`src/rtl/srt_pkg.sv`:
```
// srt_pkg: types, codes and constants shared by the sorted record table
// used by srt_cell and sorted_record_table; depends on nothing

package srt_pkg;

    localparam int DEPTH_DEFAULT = 64;
    localparam int INDEX_W       = 6;
    localparam int COUNT_W       = 7;
    localparam int KEY_W         = 64;
    localparam int CAP_W         = 32;
    localparam int KIND_W        = 8;
    localparam int IDENT_W       = 64;
    localparam int CHANGE_W      = 64;

    typedef enum logic [1:0] {
        ACT_ADD    = 2'd0,
        ACT_REMOVE = 2'd1,
        ACT_CLEAR  = 2'd2,
        ACT_READ   = 2'd3
    } t_action;

    typedef enum logic [2:0] {
        STAT_OK        = 3'd0,
        STAT_INVALID   = 3'd1,
        STAT_DUPLICATE = 3'd2,
        STAT_NOT_FOUND = 3'd3,
        STAT_FULL      = 3'd4
    } t_status;

    typedef enum logic {
        S_IDLE   = 1'b0,
        S_COMMIT = 1'b1
    } t_state;

    // field order gives the sort order: the packed vector compares as the composite key
    typedef struct packed {
        logic [CAP_W-1:0]   cap;
        logic [KIND_W-1:0]  kind;
        logic [IDENT_W-1:0] ident;
        logic [KEY_W-1:0]   key;
    } t_rec;

    typedef struct packed {
        logic capture;
        logic insert;
        logic remove;
    } t_cell_ctl;

endpackage

```
`src/rtl/srt_cell.sv`:
```
// srt_cell: one slot of the sorted chain, holds a record and its compare flags
// depends on srt_pkg

module srt_cell (
    input  logic              i_clk,
    input  logic              i_rst_n,
    input  srt_pkg::t_cell_ctl i_ctl,
    input  srt_pkg::t_rec     i_new,
    input  logic              i_occupied,
    input  logic              i_index_hit,
    input  srt_pkg::t_rec     i_prev_entry,
    input  logic              i_prev_before,
    input  srt_pkg::t_rec     i_next_entry,
    input  logic              i_found_in,
    output srt_pkg::t_rec     o_entry,
    output logic              o_before,
    output logic              o_match,
    output logic              o_sel,
    output logic              o_found
);

    srt_pkg::t_rec r_entry;
    logic          r_before;
    logic          r_match;
    logic          r_sel;

    // compare flags, taken against the table as it stands at capture
    always_ff @(posedge i_clk) begin
        if (!i_rst_n) begin
            r_before <= 1'b0;
            r_match  <= 1'b0;
            r_sel    <= 1'b0;
        end else if (i_ctl.capture) begin
            r_before <= i_occupied && (r_entry < i_new);
            r_match  <= i_occupied && (r_entry.key == i_new.key);
            r_sel    <= i_occupied && i_index_hit;
        end
    end

    // shift right on insert, left on remove
    always_ff @(posedge i_clk) begin
        if (i_ctl.insert && !r_before) begin
            r_entry <= i_prev_before ? i_new : i_prev_entry;
        end else if (i_ctl.remove && (i_found_in || r_match)) begin
            r_entry <= i_next_entry;
        end
    end

    assign o_entry  = r_entry;
    assign o_before = r_before;
    assign o_match  = r_match;
    assign o_sel    = r_sel;
    assign o_found  = i_found_in || r_match;

endmodule

```
`config.mk`:
```
export PLATFORM = sky130hd
export DESIGN_NAME = srt_cell
export DESIGN_NICKNAME = d
export VERILOG_FILES = /design/src/rtl/srt_pkg.sv /design/src/rtl/srt_cell.sv
export SDC_FILE = /design/constraint.sdc
export NUM_CORES = 1
export LEC_CHECK = 0
export BUFFER_PORTS_ARGS = -buffer_cell sky130_fd_sc_hd__buf_2
export CORE_AREA = 2 2 263 265
export DETAILED_ROUTE_END_ITERATION = 12
export DIE_AREA = 0 0 265 267
export GPL_ROUTABILITY_DRIVEN = 0
export PLACE_DENSITY = 0.51
export SLEW_MARGIN = 20
export SYNTH_ARGS = -nofsm -noshare
export SYNTH_HDL_FRONTEND = slang
export SYNTH_SLANG_ARGS = --single-unit
```
`constraint.sdc`:
```
create_clock -name i_clk -period 8.26 [get_ports i_clk]
set_input_delay 1.652 -clock i_clk [delete_from_list [all_inputs] [get_ports i_clk]]
set_output_delay 1.652 -clock i_clk [all_outputs]
set_load 0.05 [all_outputs]
```
### After elaboration in Yosys (flattened, before gate mapping)

Cells that the tools add are included.
W data, S select, Z words.

| cells by class | value |
|---|---|
| $lt $le $gt $ge | 1 |
| equality and inequality tests | 1 |
| multiplexer cells | 3 |
| reduce and logical (&&, ||, !) cells | 8 |

Operator list:

| kind | number |
|---|---|
| $mux W168 | 3 |
| $lt A168 B168 Y1 | 1 |
| $eq A64 B64 Y1 | 1 |
| $logic_and A1 B1 Y1 | 5 |
| $reduce_bool A2 Y1 | 1 |
| $logic_not A1 Y1 | 1 |
| $logic_or A1 B1 Y1 | 1 |

| word-level totals | value |
|---|---|
| register bits | 171 |
| output and inout port bits | 172 |

### Longest topological paths before layout

Gate-level depths: netlist (run 1).

| logic depth | value |
|---|---|
| depth in word-level cells | 4 |
| depth in mapped cells | 10 |

### Least setup slack after synthesis (run 1)

Ideal clock, no wire load.

| timing | value |
|---|---|
| kind | input-to-reg |
| from | input port i_ctl[1] in the netlist's numbering |
| to | register r_entry (netlist bit o_entry[0]) (enable) |
| library setup time | 1371 ps |
| data arrival time | 5343 ps |
| data required time | 6889 ps |
| slack | 1546 ps |
| stages on the path | 5 |
| path buffers | 3 |
| path through | nand2b_1 clkbuf_1 clkbuf_1 clkbuf_1 nand2_1 |

| between the ends | value |
|---|---|
| longest elaborated chain between the ends | 2 |

Ends and longest elaborated chain:

| element | RTL line | RTL |
|---|---|---|
| from (decl) | srt_cell.sv:7 | `input srt_pkg::t_cell_ctl i_ctl,` |
| $logic_and A1 B1 Y1 | srt_cell.sv:42 | `if (i_ctl.insert && !r_before) begin` |
| $reduce_bool A2 Y1 (no line) | -- |  |
| to (signal assigned) | srt_cell.sv:43 | `r_entry <= i_prev_before ? i_new : i_prev_entry;` |
| to (signal assigned) | srt_cell.sv:45 | `r_entry <= i_next_entry;` |
| to (decl) | srt_cell.sv:22 | `srt_pkg::t_rec r_entry;` |

No other way between the ends.
A chain may end at the register's enable or synchronous reset.

### Worst setup path in the final report (run 1)

| timing | value |
|---|---|
| from | input port i_new[166] in the netlist's numbering |
| to | register r_before, in the netlist o_before |

| between the ends | value |
|---|---|
| longest elaborated chain between the ends | 2 |

Ends and longest elaborated chain:

| element | RTL line | RTL |
|---|---|---|
| from (decl) | srt_cell.sv:8 | `input srt_pkg::t_rec i_new,` |
| $lt A168 B168 Y1 | srt_cell.sv:34 | `r_before <= i_occupied && (r_entry < i_new);` |
| $logic_and A1 B1 Y1 | srt_cell.sv:34 |  |
| to (signal assigned) | srt_cell.sv:34 |  |
| to (decl) | srt_cell.sv:23 | `logic r_before;` |

No other way between the ends.

==> results of run 1 <==
## stage by stage
stage | instance area (um^2) | utilization (%) | instances | setup slack (ps)
2_1_floorplan | 12800 | - | 1343 | 1550
3_3_place_gp | 17200 | 25.3 | 2858 | 3520
3_5_place_dp | 17200 | 25.3 | 2858 | 3390
4_1_cts | 17700 | 26.1 | 2890 | 3930
5_1_grt | 17700 | 26.1 | 2890 | 3790
6_report | 17700 | 26.1 | 2891 | 4140
## critical path, cell delays in order
cell	delay [ps]
buf_2	120
inv_1	50
ha_1	290
nand4_1	130
nor4_1	490
nand4_1	230
nor2_1	320
nand2_1	140
nor4_2	670
o311a_1	300
a211oi_1	50
## final timing paths
check                           slack, ps                    from                    end
worst max-delay path                 4140              i_new[166]  o_before$_SDFFE_PN0P_
worst min-delay path                  480      o_sel$_SDFFE_PN0P_     o_sel$_SDFFE_PN0P_
worst max register to register       5030  o_entry[160]$_DFFE_PP_  o_before$_SDFFE_PN0P_
worst min register to register        480      o_sel$_SDFFE_PN0P_     o_sel$_SDFFE_PN0P_
## flip-flops by register name (all words and copies together), names as in the netlist
signal / count
o_entry: 168
o_match: 1
o_sel: 1
o_before: 1
## logic make-up after synthesis
family	after synthesis	synth area share [%]
adder cells (fa/ha/maj)	168	16.5
AND/OR/NAND/NOR	302	10.2
multiplexers	168	13.2
AO/OA/AOI/OAI	310	13.5
flip-flops	171	40.0
buffers and inverters	224	6.63
## placed cells by master (no fill, tap or decap), types with 2 or more instances in the layout
cell and instances:
nand3_1 14, or2_2 3, nor4_1 6, clkinv_1 2, a2111oi_0 2, a21oi_1 62
nor2_1 24, buf_2 683, nand2b_1 3, nor3_1 4, mux2i_1 168, edfxtp_1 168
o21ai_0 190, ha_1 168, a21o_1 21, o211ai_1 3, nand2_1 202, clkbuf_16 17
o31ai_1 2, a211oi_1 9, clkinv_4 2, a2111o_1 2, inv_6 3, nor2b_1 6
clkinv_2 3, o21bai_1 2, dfxtp_1 3, clkinvlp_4 4, buf_12 4, o31a_1 3
a21boi_0 2, o21a_1 2, inv_1 168, nand4_1 36
## where the power goes
group / internal (mW) / switching, mW
clock network: 0.384 / 0.401
logic: 0.354 / 0.766
registers: 1.09 / 0.0657
total: 1.83 / 1.23
## Yosys cell counts (4+ instances only)
master and instances:
ha_1 168, nor2_1 24, mux2i_1 168, o21ai_0 190, edfxtp_1 168, nand2_1 203, nor3_1 4, nand2b_1 4
buf_1 7, buf_2 4, nor2b_1 6, nand4_1 36, inv_1 168, nor4_1 6, nand3_1 14, a211oi_1 9
a21oi_1 62, clkbuf_1 45, a21o_1 21
## area by class of cell
type                       count  area [um^2]  area share (%)
sequential                   171         5100            28.8
clock inverter                14         96.3           0.544
multi-input combinational    948         6830            38.5
tap                          882         1100            6.23
clock buffer                  18          429            2.42
inverter                     168          631            3.56
antenna                        1         2.50          0.0141
timing repair buffer         689         3520            19.9
## layer usage
metal | up-vias | routed length, um | global-route usage, %
met5 | - | 56 | 0
met1 | 5584 | 21900 | 17.0
li1 | 6123 | - | -
met4 | 8 | 1160 | 4.57
met3 | 56 | 3260 | 3.98
met2 | 418 | 25500 | 24.7
==> results.ini, run 1 <==
[clock_tree]
clk_pin_slew_worst_paths_ps = 70
clkSinkCount = 171
cts_made_buffers = 17
hold_buffers = 0
cts_tree = done
postCtsSetupRepairBufs = 0
cts_root_buffer = clkbuf_16
cts_resized = 0
cts_buffer_depth = 2
clk-insertion-delay-late_ps = 490
cts.htree.levels = 4

[timing]
layout_min_cycle_time_ps = 4120
worst_slew_pin_slew_ps = 1070
hold_viol = 0
fin_crit_sh_pct = 49.9
report.final.setup_viol = 0
whs_ps = 485
fin_tns_setup_ps = 0
rsz0062_at_grt = false
fin_skew_ps = 15.5
slew_violations = 0
worst_slew_margin_rel_pct = 28.8
fmax_mhz = 243

[logic_synthesis]
ys_seq_area_share_pct = 40.0
yosys_warnings = 0
syn_avg_cell_area_um2 = 9.51
yosys.area.top_type = edfxtp_1
synth_nets = 2024
synth_flop_cell = edfxtp_1
synth-edff-count = 168
synth_top_area_share_pct = 39.5
ys_ff_latch = 171
yosysUniqueCellTypes = 41
netlist_area_um2 = 12800
synth_area_leaders = edfxtp_1 (40%), ha_1 (16%), mux2i_1 (13%)
ys_async_sr_fraction_pct = 0
synth_cells = 1343

[detailed_routing]
first_pass_iters = 4
ant_nets = 0
routed-via-count = 12189
wl_per_cell_um = 18.0
routed_wl_mm = 51.9
drc = 0
drt_iter0_markers = 454
vias_per_cell = 4.22

[global_route]
antenna_found_initial = 9
grt_pass1_vias = 12193
grt_usage_pct = 14.3
grt.overflow.total = 0
grt_max_degree = 165
grt_pass1_wl_mm = 75.0

[placement]
hpwlAfterDp_mm = 43.2
place.port_buffers = 684

[layout]
nFillCells = 7493
drive_gt1_share_pct = 36.2
area_growth_pct = 38.8
nets = 2676

[job]
drv_cap = 0

[worst_setup_path]
end_kind = flop
path_max_fanout = 2
path_class = input port to flop
worst_ep_required_time_ps = 8590
r2r_cells = 9
cp-start-kind = input port
arrival_ps = 4450

[outcome]
status = finished clean

[floorplanning]
core_um2 = 68000
die_x_um = 265
rows = 96
fp.dieArea_um2 = 70800
ios = 685
dieHeight_um = 267
start_util_pct = 18.8

[power_and_ir_drop]
max-vdd-ir-drop_mv = 0.102
fin_total_pwr_mw = 3.06
power_leakage_nw = 9.10
p_per_area_nw_per_um2 = 173

[min_path]
holdPathStages = 2
min_path_type = flop to flop

No activity file was read; power rests on OpenSTA's default activity.
==> run 2, diff against run 1 <==
==> constraint.sdc (replaced) <==
create_clock -name i_clk -period 4 [get_ports i_clk]
set_input_delay 0.8 -clock i_clk [delete_from_list [all_inputs] [get_ports i_clk]]
set_output_delay 0.8 -clock i_clk [all_outputs]
set_load 0.05 [all_outputs]
==> run 2 against run 1 <==
Effect of this change: clock skew is 4.4 ps lower; hold slack improved by 1.2 ps; largest cell class unchanged; power increased by 110%; die area is the same; design area increased by 1.4%; critical path depth is 2 lower; core utilization increased by 0.36 points.
==> results.ini, run 2 (synthesis results as in run 1) <==
[outcome]
status = finished clean

[detailed_routing]
ant_nets = 0  ; unchanged
routed_wl_mm = 53.1  ; +2.3%
first_pass_iters = 5  ; +1
routed-via-count = 12255  ; +0.54%
drc = 0  ; unchanged
drt_iter0_markers = 475  ; +4.6%
wl_per_cell_um = 18.2  ; +1.5%
vias_per_cell = 4.21  ; -0.25%

[layout]
utilization_pct = 26.4  ; +0.36 points
mostFrequentLayoutCells = buf_2 (683), nand2_1 (202), o21ai_0 (190)
post-route-cell-area_um2 = 18000  ; +1.4%
nets = 2699  ; +0.86%
stdcell_count = 2914  ; +0.80%
layout_commonest_cell = buf_2
largest_reg_flops = 168  ; unchanged
area_growth_pct = 40.7
drive_gt1_share_pct = 36.9  ; +0.72 points

[timing]
fmax_mhz = 310
hold_viol = 0  ; unchanged
whs_ps = 486  ; +1.23 ps
slew_violations = 0  ; unchanged
report.final.setup_viol = 0  ; unchanged
worst_slew_margin_rel_pct = 42.5  ; +14 points
setup_ws_ps = 772  ; -3370 ps
rsz0062_at_grt = false
fin_crit_sh_pct = 80.7
fin_tns_setup_ps = 0  ; unchanged
worst_slew_pin_slew_ps = 862  ; -205 ps
fin_skew_ps = 11.1  ; -4.43 ps
layout_min_cycle_time_ps = 3230

[floorplanning]
dieHeight_um = 267  ; unchanged
start_util_pct = 18.8  ; unchanged
die_x_um = 265  ; unchanged
core_um2 = 68000  ; unchanged
fp.dieArea_um2 = 70800  ; unchanged
ios = 685  ; unchanged
rows = 96  ; unchanged

[worst_setup_path]
end_kind = flop
arrival_ps = 3570  ; -880 ps
critPathLaunch = o_entry[162]$_DFFE_PP_
worst_ep_required_time_ps = 4340  ; -4250 ps
path_max_fanout = 3  ; +1
reg2reg_from = o_entry[162]$_DFFE_PP_
path_class = flop to flop
cp-start-kind = flop
r2r_cells = 9  ; unchanged

[global_route]
antenna_found_initial = 6  ; -3
grt_max_degree = 142  ; -14%
grt_usage_pct = 14.6  ; +0.32 points
grt.overflow.total = 0  ; unchanged
grt_pass1_vias = 12244  ; +0.42%
grt_pass1_wl_mm = 75.8  ; +1.1%

[power_and_ir_drop]
p_int_mw = 3.92  ; +110%
p_switching_mw = 2.58  ; +110%
power_leakage_nw = 9.23  ; +1.5%
max-vdd-ir-drop_mv = 0.274  ; +170%
seq_power_share_pct = 36.8  ; -0.9 points
p_sw_share_pct = 39.6  ; -0.67 points
fin_total_pwr_mw = 6.50  ; +110%
clockPowerShare_pct = 26.9  ; +1.2 points
comb_power_share_pct = 36.2  ; -0.4 points
p_per_area_nw_per_um2 = 362  ; +110%

[clock_tree]
cts_made_buffers = 17  ; unchanged
cts_resized = 0  ; unchanged
clk_pin_slew_worst_paths_ps = 80  ; about the same
cts_tree = done
postCtsSetupRepairBufs = 0  ; unchanged
cts_root_buffer = clkbuf_16
hold_buffers = 0  ; unchanged
clkSinkCount = 171  ; unchanged
cts.htree.levels = 4  ; unchanged
clk-insertion-delay-late_ps = 480  ; about the same
cts_buffer_depth = 2  ; unchanged

[min_path]
min_path_type = flop to flop
holdPathStages = 2  ; unchanged
min_from = o_sel$_SDFFE_PN0P_

[placement]
dp_cells = 2881  ; +0.80%
place.port_buffers = 684  ; unchanged
placed_cell_area_um2 = 17400  ; +1.1%
pre_cts_ws_ps = 186  ; -3200 ps
hpwlAfterDp_mm = 44.9  ; +3.9%

[job]
drv_cap = 0  ; unchanged

-- run 2: cell count changes in the layout (fill, tap and decap cells not counted), moves of 2 or more --
cell and change:
buf_4 +22, bufinv_16 +2, clkbuf_1 +2, clkinv_1 -2, clkinv_2 -2
-- run 2: final cells by class --
cell class                 instances  area [um^2]
tap                              882         1100
timing repair buffer             712         3710
clock inverter                    12          139
sequential                       171         5100
clock buffer                      20          437
inverter                         168          631
antenna                            1         2.50
multi-input combinational        948         6840
fill                            7427        50000
-- run 2: final timing paths --
| path | to | slack, ps |
|---|---|---|
| max | o_before$_SDFFE_PN0P_ | 770 |
| min reg2reg | o_sel$_SDFFE_PN0P_ | 490 |
| max reg2reg | o_before$_SDFFE_PN0P_ | 770 |
| min | o_sel$_SDFFE_PN0P_ | 490 |
-- run 2: per-layer routing --
metal	part of all wire (%)	wire length, um	global-route usage [%]
met1	41	21700	16.7
met2	49	26000	25.1
met3	6.7	3530	4.25
met4	3.5	1850	6.54
met5	0.045	24	0
-- run 2: worst max-delay path, stage by stage, from the launching register on --
cell      delay [ps]
edfxtp_1         450
ha_1             350
nand4_1          100
nor4_1           610
nand4_1          220
nor2_1           290
nand2_1          130
nor4_2           590
o311a_1          300
a211oi_1          50
-- run 2: power groups by stage --
stage / clock, mW / sequential, mW / combinational, mW
after floorplan: 0 / 3.10 / 0.796
after global placement: 0 / 2.43 / 2.39
after detailed placement: 0 / 2.44 / 2.38
after CTS: 1.83 / 2.40 / 2.39
after global routing: 1.89 / 2.42 / 2.57
final: 1.75 / 2.39 / 2.36
